## config.mk

```make
export PLATFORM = sky130hd
export DESIGN_NAME = f64_f80_format_converter_unit
export DESIGN_NICKNAME = d
export VERILOG_FILES = /design/src/hdl/f64x_pkg.sv /design/src/hdl/f64x_format_converter_unit.sv /design/src/hdl/f64x_classify.sv /design/src/hdl/f64x_align.sv /design/src/hdl/f64x_pack.sv
export SDC_FILE = /design/constraint.sdc
export NUM_CORES = 1
export LEC_CHECK = 0
export BUFFER_PORTS_ARGS = -buffer_cell sky130_fd_sc_hd__buf_2
export CAP_MARGIN = 15
export CORE_MARGIN = 2
export CORE_UTILIZATION = 55
export DETAILED_ROUTE_END_ITERATION = 16
export PLACE_DENSITY = 0.81
export SLEW_MARGIN = 30
export SYNTH_ARGS = -nofsm -noshare
export SYNTH_HDL_FRONTEND = slang
export SYNTH_SLANG_ARGS = --single-unit
```

## constraint.sdc

```tcl
create_clock -name clk -period 3.06 [get_ports clk]
set_input_delay 0.765 -clock clk [delete_from_list [all_inputs] [get_ports clk]]
set_output_delay 0.765 -clock clk [all_outputs]
set_load 0.005 [all_outputs]
```

## src/hdl/f64x_pkg.sv

```systemverilog
// Shared constants, types and helper functions for the f64 / f80 format converter.
package f64x_pkg;

	// Format constants
	localparam int EXT_BIAS      = 16383;
	localparam int DBL_BIAS      = 1023;
	localparam int EXT_EXP_MAX   = 32767;
	localparam int DBL_FRAC_BITS = 52;
	localparam int DBL_EXP_BITS  = 11;
	localparam int DBL_EXP_MAX   = (1 << DBL_EXP_BITS) - 1;

	// Rebias offset between the two exponent fields
	localparam int BIAS_DIFF      = EXT_BIAS - DBL_BIAS;
	// Extended exponent of a normalized double subnormal with no leading zeros
	localparam int SUB_EXP_BASE   = BIAS_DIFF + 1;
	// Right shift for an extended value in double subnormal range is this minus e
	localparam int SUB_SHIFT_BASE = BIAS_DIFF + DBL_EXP_BITS + 1;
	// Highest extended exponent that still flushes to zero
	localparam int FLUSH_EXP_MAX  = BIAS_DIFF - DBL_FRAC_BITS;
	// Lowest extended exponent that saturates to infinity
	localparam int INF_EXP_MIN    = BIAS_DIFF + DBL_EXP_MAX;

	// Operation codes
	typedef enum logic {
		OP_D2E = 1'b0,
		OP_E2D = 1'b1
	} op_t;

	// Class of a word; bit 3 set means extended to double
	typedef enum logic [3:0] {
		K_D2E_ZERO = 4'h0,
		K_D2E_SUB  = 4'h1,
		K_D2E_SPEC = 4'h2,
		K_D2E_NORM = 4'h3,
		K_E2D_ZERO = 4'h8,
		K_E2D_NAN  = 4'h9,
		K_E2D_INF  = 4'hA,
		K_E2D_SUB  = 4'hB,
		K_E2D_NORM = 4'hC
	} kind_t;

	// Word between pipeline stages
	typedef struct packed {
		kind_t       kind;
		logic        sign;
		logic [5:0]  sh;
		logic [63:0] mant;
		logic [10:0] exp;
	} stage_t;

	// Leading-zero count of a nonzero 64-bit value, binary search in six steps
	function automatic logic [5:0] lead_zeros(logic [63:0] v);
		logic [63:0] t;
		logic [5:0]  n;
		t = v;
		n = '0;
		if (t[63:32] == 32'd0) begin n[5] = 1'b1; t = {t[31:0], 32'd0}; end
		if (t[63:48] == 16'd0) begin n[4] = 1'b1; t = {t[47:0], 16'd0}; end
		if (t[63:56] == 8'd0) begin n[3] = 1'b1; t = {t[55:0], 8'd0}; end
		if (t[63:60] == 4'd0) begin n[2] = 1'b1; t = {t[59:0], 4'd0}; end
		if (t[63:62] == 2'd0) begin n[1] = 1'b1; t = {t[61:0], 2'd0}; end
		if (t[63] == 1'b0) begin n[0] = 1'b1; end
		return n;
	endfunction

endpackage

```

## src/hdl/f64x_format_converter_unit.sv

```systemverilog
// Top level of the f64 / f80 format converter: three-stage pipeline and checks.
//
// Usage:
//   Input channel (in_valid / in_ready) carries one word: operation, mantissa_in
//   and sign_exponent_in. Operation 0 turns an IEEE double pattern into an x87
//   extended significand and sign/exponent word; operation 1 turns an extended
//   value into a double pattern, truncating, with sign_exponent_out zero.
//   Output channel (out_valid / out_ready) carries mantissa_out and
//   sign_exponent_out, in input order.
//   A word passes three registers in order: classify with leading-zero count
//   into stage 1 at acceptance, one barrel shift into stage 2, then exponent
//   math and packing into the output register, which drives out_valid.
//   Throughput is one word per cycle while out_ready stays high.
//   Reset clears the three stage valid bits only; the pipeline is then empty.
//   When the receiver stalls, a full stage holds its word while empty stages
//   ahead of it keep filling, so in_ready drops only once all three stages
//   hold words and out_ready is low.
module f64_f80_format_converter_unit (
	input  logic        clk,
	input  logic        arst_n,
	input  logic        in_valid,
	output logic        in_ready,
	input  logic        operation,
	input  logic [63:0] mantissa_in,
	input  logic [15:0] sign_exponent_in,
	output logic        out_valid,
	input  logic        out_ready,
	output logic [63:0] mantissa_out,
	output logic [15:0] sign_exponent_out
);

	f64x_pkg::stage_t data_s1;
	f64x_pkg::stage_t data_s2;
	logic             valid_s1;
	logic             valid_s2;
	logic             ready_s2;
	logic             ready_s3;

	// Stage 1: decode
	f64x_classify u_classify (
		.clk              (clk),
		.arst_n           (arst_n),
		.in_valid         (in_valid),
		.in_ready         (in_ready),
		.operation        (operation),
		.mantissa_in      (mantissa_in),
		.sign_exponent_in (sign_exponent_in),
		.dn_ready         (ready_s2),
		.valid_s1         (valid_s1),
		.data_s1          (data_s1)
	);

	// Stage 2: shift
	f64x_align u_align (
		.clk      (clk),
		.arst_n   (arst_n),
		.up_valid (valid_s1),
		.up_ready (ready_s2),
		.up_data  (data_s1),
		.dn_ready (ready_s3),
		.valid_s2 (valid_s2),
		.data_s2  (data_s2)
	);

	// Stage 3: pack into output register
	f64x_pack u_pack (
		.clk              (clk),
		.arst_n           (arst_n),
		.up_valid         (valid_s2),
		.up_ready         (ready_s3),
		.up_data          (data_s2),
		.dn_ready         (out_ready),
		.valid_s3         (out_valid),
		.mantissa_s3      (mantissa_out),
		.sign_exponent_s3 (sign_exponent_out)
	);

	// Checks
	a_full_blocks: assert property (@(posedge clk) disable iff (!arst_n)
		(valid_s1 && valid_s2 && out_valid && !out_ready) |-> !in_ready)
		else $error("input accepted with full pipeline stalled");

	a_accept_fills_s1: assert property (@(posedge clk) disable iff (!arst_n)
		(in_valid && in_ready) |=> valid_s1)
		else $error("accepted word missing from stage 1");

	a_e2d_se_zero: assert property (@(posedge clk) disable iff (!arst_n)
		(valid_s2 && ready_s3 && data_s2.kind[3]) |=> (sign_exponent_out == 16'd0))
		else $error("extended to double word has nonzero sign/exponent");

	a_d2e_normalized: assert property (@(posedge clk) disable iff (!arst_n)
		(out_valid && (sign_exponent_out[14:0] != 15'd0)) |-> mantissa_out[63])
		else $error("extended result with nonzero exponent lacks integer bit");

endmodule

```

## src/hdl/f64x_classify.sv

```systemverilog
// Stage 1: field decode, case classification and shift count.
module f64x_classify (
	input  logic                 clk,
	input  logic                 arst_n,
	input  logic                 in_valid,
	output logic                 in_ready,
	input  logic                 operation,
	input  logic [63:0]          mantissa_in,
	input  logic [15:0]          sign_exponent_in,
	input  logic                 dn_ready,
	output logic                 valid_s1,
	output f64x_pkg::stage_t     data_s1
);

	f64x_pkg::stage_t st;
	logic [10:0] e_d;
	logic [63:0] m_d;
	logic [14:0] e_x;

	assign e_d = mantissa_in[62:52];
	assign m_d = {mantissa_in[51:0], 11'd0};
	assign e_x = sign_exponent_in[14:0];

	// Decode and classify the incoming word
	always_comb begin
		if (operation == f64x_pkg::OP_D2E) begin
			st.sign = mantissa_in[63];
			st.mant = m_d;
			st.exp  = e_d;
			st.sh   = f64x_pkg::lead_zeros(m_d);
			if (e_d == 11'd0) begin
				st.kind = (m_d == 64'd0) ? f64x_pkg::K_D2E_ZERO : f64x_pkg::K_D2E_SUB;
			end else if (e_d == 11'(f64x_pkg::DBL_EXP_MAX)) begin
				st.kind = f64x_pkg::K_D2E_SPEC;
			end else begin
				st.kind = f64x_pkg::K_D2E_NORM;
			end
		end else begin
			st.sign = sign_exponent_in[15];
			st.mant = mantissa_in;
			st.exp  = 11'(e_x - 15'(f64x_pkg::BIAS_DIFF));
			st.sh   = 6'(15'(f64x_pkg::SUB_SHIFT_BASE) - e_x);
			if (e_x == 15'd0) begin
				st.kind = f64x_pkg::K_E2D_ZERO;
			end else if (e_x == 15'(f64x_pkg::EXT_EXP_MAX)) begin
				st.kind = f64x_pkg::K_E2D_NAN;
			end else if (e_x <= 15'(f64x_pkg::FLUSH_EXP_MAX)) begin
				st.kind = f64x_pkg::K_E2D_ZERO;
			end else if (e_x <= 15'(f64x_pkg::BIAS_DIFF)) begin
				st.kind = f64x_pkg::K_E2D_SUB;
			end else if (e_x >= 15'(f64x_pkg::INF_EXP_MIN)) begin
				st.kind = f64x_pkg::K_E2D_INF;
			end else begin
				st.kind = f64x_pkg::K_E2D_NORM;
			end
		end
	end

	// Stage register: moves when empty or when the next stage takes it
	assign in_ready = !valid_s1 || dn_ready;

	always_ff @(posedge clk or negedge arst_n) begin
		if (!arst_n) begin
			valid_s1 <= 1'b0;
		end else if (in_ready) begin
			valid_s1 <= in_valid;
		end
	end

	always_ff @(posedge clk) begin
		if (in_ready && in_valid) begin
			data_s1 <= st;
		end
	end

endmodule

```

## src/hdl/f64x_align.sv

```systemverilog
// Stage 2: normalize shift for double subnormals, denormalize shift for extended values in double subnormal range.
module f64x_align (
	input  logic                 clk,
	input  logic                 arst_n,
	input  logic                 up_valid,
	output logic                 up_ready,
	input  f64x_pkg::stage_t     up_data,
	input  logic                 dn_ready,
	output logic                 valid_s2,
	output f64x_pkg::stage_t     data_s2
);

	f64x_pkg::stage_t st;

	// One barrel shift, direction chosen by class
	always_comb begin
		st = up_data;
		case (up_data.kind)
			f64x_pkg::K_D2E_SUB: st.mant = up_data.mant << up_data.sh;
			f64x_pkg::K_E2D_SUB: st.mant = up_data.mant >> up_data.sh;
			default:             st.mant = up_data.mant;
		endcase
	end

	assign up_ready = !valid_s2 || dn_ready;

	always_ff @(posedge clk or negedge arst_n) begin
		if (!arst_n) begin
			valid_s2 <= 1'b0;
		end else if (up_ready) begin
			valid_s2 <= up_valid;
		end
	end

	always_ff @(posedge clk) begin
		if (up_ready && up_valid) begin
			data_s2 <= st;
		end
	end

endmodule

```

## src/hdl/f64x_pack.sv

```systemverilog
// Stage 3: exponent arithmetic and packing of the result word into the output register.
module f64x_pack (
	input  logic                 clk,
	input  logic                 arst_n,
	input  logic                 up_valid,
	output logic                 up_ready,
	input  f64x_pkg::stage_t     up_data,
	input  logic                 dn_ready,
	output logic                 valid_s3,
	output logic [63:0]          mantissa_s3,
	output logic [15:0]          sign_exponent_s3
);

	logic [63:0] mo;
	logic [15:0] so;
	logic [51:0] nan_frac;
	logic        nan_lost;

	// NaN payload: keep bits 62..11, force to one if only lower bits were set
	assign nan_frac = up_data.mant[62:11];
	assign nan_lost = (nan_frac == 52'd0) && (up_data.mant[62:0] != 63'd0);

	// Assemble the result word
	always_comb begin
		mo = '0;
		so = '0;
		case (up_data.kind)
			f64x_pkg::K_D2E_ZERO: begin
				so = {up_data.sign, 15'd0};
			end
			f64x_pkg::K_D2E_SUB: begin
				mo = up_data.mant;
				so = {up_data.sign,
					15'(f64x_pkg::SUB_EXP_BASE) - {9'd0, up_data.sh}};
			end
			f64x_pkg::K_D2E_SPEC: begin
				mo = {1'b1, up_data.mant[62:0]};
				so = {up_data.sign, 15'(f64x_pkg::EXT_EXP_MAX)};
			end
			f64x_pkg::K_D2E_NORM: begin
				mo = {1'b1, up_data.mant[62:0]};
				so = {up_data.sign, 15'(f64x_pkg::BIAS_DIFF) + {4'd0, up_data.exp}};
			end
			f64x_pkg::K_E2D_ZERO: begin
				mo = {up_data.sign, 63'd0};
			end
			f64x_pkg::K_E2D_NAN: begin
				mo = {up_data.sign, 11'(f64x_pkg::DBL_EXP_MAX),
					nan_lost ? 52'd1 : nan_frac};
			end
			f64x_pkg::K_E2D_INF: begin
				mo = {up_data.sign, 11'(f64x_pkg::DBL_EXP_MAX), 52'd0};
			end
			f64x_pkg::K_E2D_SUB: begin
				mo = {up_data.sign, 11'd0, up_data.mant[51:0]};
			end
			f64x_pkg::K_E2D_NORM: begin
				mo = {up_data.sign, up_data.exp, up_data.mant[62:11]};
			end
			default: begin
				mo = '0;
				so = '0;
			end
		endcase
	end

	assign up_ready = !valid_s3 || dn_ready;

	always_ff @(posedge clk or negedge arst_n) begin
		if (!arst_n) begin
			valid_s3 <= 1'b0;
		end else if (up_ready) begin
			valid_s3 <= up_valid;
		end
	end

	always_ff @(posedge clk) begin
		if (up_ready && up_valid) begin
			mantissa_s3      <= mo;
			sign_exponent_s3 <= so;
		end
	end

endmodule

```

==> results by group <==
STA
  – Relative slew slack: 52.2%
  – Final Cycle Share: 98.0%
  – Final slew viol count: 0
  – Min cycle time layout: 3.00 ns
  – Final hold vios: 0
  – Fmax: 334 MHz
  – RSZ-0062 raised after global routing: true
  – Tightest Pin Transition: 0.711 ns
  – Worst Skew: 0.0236 ns
  – Hold Slack: 0.413 ns
  – # setup viols final: 0

Clock tree
  – Clock Path Buffers: 3
  – Root Buffer: clkbuf_16
  – H-tree levels: 1
  – CTS tree: done
  – Num CTS Buffers: 27
  – Skew-Pair Late Insertion Delay: 0.57 ns
  – CTS sink count: 253
  – Clock-pin transition on the worst setup and hold timing paths: 0.06 ns

Routing
  – Via count: 17700
  – Routed Wire Length: 76100 µm
  – Starting DRT DRC Count: 2800
  – Post-route ant nets: 0
  – DRC: 0
  – DR WL/cell: 30.3 µm
  – Drt pass-1 iters: 9
  – Vias/cell: 7.03

Synthesis
  – Fraction of registers with async set/reset: 1.19%
  – Syn avg cell area: 10.5 µm²
  – Yosys warning total: 0
  – Dominant cell type by area after synthesis: edfxtp_1
  – Post-synth top flop: edfxtp_1
  – Sequential area share after synthesis: 41.0%
  – Largest cells by area after synthesis: edfxtp_1, mux4_2, nor2_1
  – Syn_nets: 1845
  – Yosys top cell area share: 40.6%
  – Post-Syn Area: 0.0185 mm²
  – Yosys reg bits: 253
  – Number of synthesized flops with an enable pin: 250
  – Synth Instances: 1756
  – Unique masters post-synth: 73

Floorplan
  – Die X-Extent: 187 µm
  – Overall die area: 0.0351 mm²
  – Starting Density: 55.5%
  – Num ports: 167
  – Core Area: 0.0334 mm²
  – Row cnt: 67
  – Chip Height: 187 µm

Layout
  – # fillers: 2585
  – Design area: 0.0223 mm²
  – Post-layout util: 66.9%
  – Net count, final: 2135
  – Share of layout cells above drive strength 1: 33.3%
  – Area Growth Syn to Fin: 20.7%
  – Fin cells: 2515

Critical path
  – Reg2reg end: u_align.data_s2[67]
  – Worst Setup Path Type: reg2reg
  – CP Launch Point: u_classify.data_s1[75]
  – CP Launch Type: register
  – R2R cell count: 11
  – Worst Path Arrival: 3.27 ns
  – Worst Path Required: 3.33 ns
  – Worst R2R Setup Slack: 0.06 ns
  – Crit path capture: u_align.data_s2[67]
  – Reg-to-reg startpoint: u_classify.data_s1[75]
  – CP endpoint kind: register
  – Crit-path max FO: 15

Min path
  – Hold path depth: 0
  – HP Class: reg2reg

Pwr
  – Power Density: 521 mW/mm²
  – Clock power share: 25.4%
  – Comb power frac: 34.2%
  – NetSw: 4.01 mW
  – Max rail drop VDD: 0.816 mV
  – Internal power: 7.62 mW
  – Switching share of power: 34.5%
  – Overall power: 11.6 mW
  – Cell leakage power: 8.62 nW
  – Reg power frac: 40.4%

Run
  – Max Cap Violations: 0

GRT
  – Largest net degree at the start of global routing: 105
  – GRT Total Usage: 42.9%
  – Grt ovf: 0
  – Antenna violations before repair: 5
  – Number of global-route vias before repair: 16900
  – First-pass GRT wire length: 111000 µm

Place
  – Gpl congestion: 1.07
  – Area after DPL: 0.0214 mm²
  – DPL Wire Length: 57500 µm
  – Placed cells: 2459
  – Port Buffers: 166

Outcome
  – Outcome: completed
-- critical path, cell delays in order (launching register included) --
cell      delay [ns]
edfxtp_1        0.34
buf_6           0.14
buf_12          0.17
buf_4           0.17
mux4_2          0.51
mux2i_1         0.29
buf_4           0.18
nor2_1          0.04
a21oi_2         0.19
mux2i_1         0.19
a222oi_1        0.33
o21ai_0         0.16
-- layout make-up --
type	instances	area, µm²	share of cell area, %
antenna	4	10.0	0.0448
multi-input combinational	1339	10400	46.4
timing repair buffer	407	2950	13.2
inverter	18	70.1	0.314
clock buffer	33	698	3.13
tap	448	561	2.51
clock inverter	13	95.1	0.426
sequential	253	7580	34.0
-- sequential cells by signal, summed over array words and instances, names as in the netlist --
| name | cells |
|---|---|
| u_classify.data_s1 | 86 |
| u_pack.mantissa_s3 | 64 |
| u_classify.valid_s1 | 1 |
| u_pack.valid_s3 | 1 |
| u_align.valid_s2 | 1 |
| u_pack.sign_exponent_s3 | 14 |
| u_align.data_s2 | 86 |
-- cell families (layout without fill, tap and decap cells) --
kind of cell,Yosys count,in the layout,share of synthesized area [%]
AOI/OAI and AO/OA,397,397,14.5
xor gates and xnor gates,4,4,0.189
adders and majority gates,5,5,0.325
buffers and inverters,164,471,3.56
DFF,253,253,41.0
muxes,322,322,25.8
other,0,4,0
and+or+nand+nor,611,611,14.6
-- cell usage after synthesis, drive strengths merged, types with 31 or more instances --
cell / n
buf: 53
nand2: 89
mux2: 86
clkbuf: 93
nor2: 354
o221ai: 33
mux4: 116
a22o: 54
nor4: 31
mux2i: 120
nor3: 51
a21oi: 119
edfxtp: 250
o21ai: 82
-- what timing repair did --
item	4_1_cts	5_1_grt
pin swaps	0	2
resized for setup	2	26
endpoints found under the setup margin	3	15
endpoints found under the hold margin	3	0
hold buffers	1	0
setup buffers	0	4
gates cloned	0	1
-- worst min path at each step --
stage | start | endpoint | slack [ns]
after floorplan | u_classify.data_s1[0] | u_align.data_s2[0] | 0.40
after global placement | u_classify.data_s1[5] | u_align.data_s2[5] | 0.41
after detailed placement | u_classify.data_s1[81] | u_align.data_s2[81] | 0.40
after CTS | u_classify.data_s1[81] | u_align.data_s2[81] | 0.42
after global routing | u_classify.data_s1[5] | u_align.data_s2[5] | 0.44
final | u_classify.data_s1[81] | u_align.data_s2[81] | 0.41
-- metal layers --
metal / vias to the layer above / GRT usage, % / wire length, µm
met5: - / 0 / 13
met4: 2 / 22.8 / 5220
met3: 296 / 8.11 / 9240
met2: 1482 / 68.6 / 34800
met1: 8464 / 55.9 / 26800
li1: 7441 / - / -
-- cell usage in the layout, fill, tap and decap left out, types with 9 or more instances in the layout --
cell type | synthesis | routed
a222oi_1 | 15 | 15
nor2_1 | 354 | 350
o21ai_1 | 2 | 12
buf_12 | 0 | 21
or3_1 | 9 | 9
inv_1 | 17 | 15
nand4_1 | 9 | 9
a22o_1 | 54 | 54
mux4_2 | 116 | 116
nand2b_1 | 10 | 10
mux2_2 | 86 | 86
o221ai_1 | 33 | 33
nor3_1 | 50 | 49
nand2_1 | 89 | 89
nand3_1 | 17 | 17
o31ai_1 | 13 | 13
clkbuf_16 | 0 | 28
a21oi_1 | 119 | 116
and2_1 | 17 | 14
o211ai_1 | 16 | 16
o21ai_0 | 80 | 69
buf_2 | 20 | 166
buf_4 | 3 | 215
nor4_1 | 29 | 28
mux2i_1 | 120 | 114
edfxtp_1 | 250 | 250
-- through the flow --
step | setup slack [ns] | TNS [ns]
after floorplan | 0.0326 | 0
after global placement | -0.173 | -0.443
after detailed placement | -0.247 | -0.613
after CTS | 0.00987 | 0
after global routing | -0.0214 | -0.0214
final | 0.0621 | 0
-- power by group through the flow --
| stage | logic (mW) | clock network (mW) | registers [mW] |
|---|---|---|---|
| floorplan | 2.16 | 0 | 4.57 |
| global placement | 3.73 | 0 | 4.71 |
| detailed placement | 3.77 | 0 | 4.73 |
| CTS | 3.79 | 2.97 | 4.67 |
| global route | 4.16 | 3.10 | 4.72 |
| finish | 3.98 | 2.95 | 4.70 |
Power figures use the tool's default switching activity.
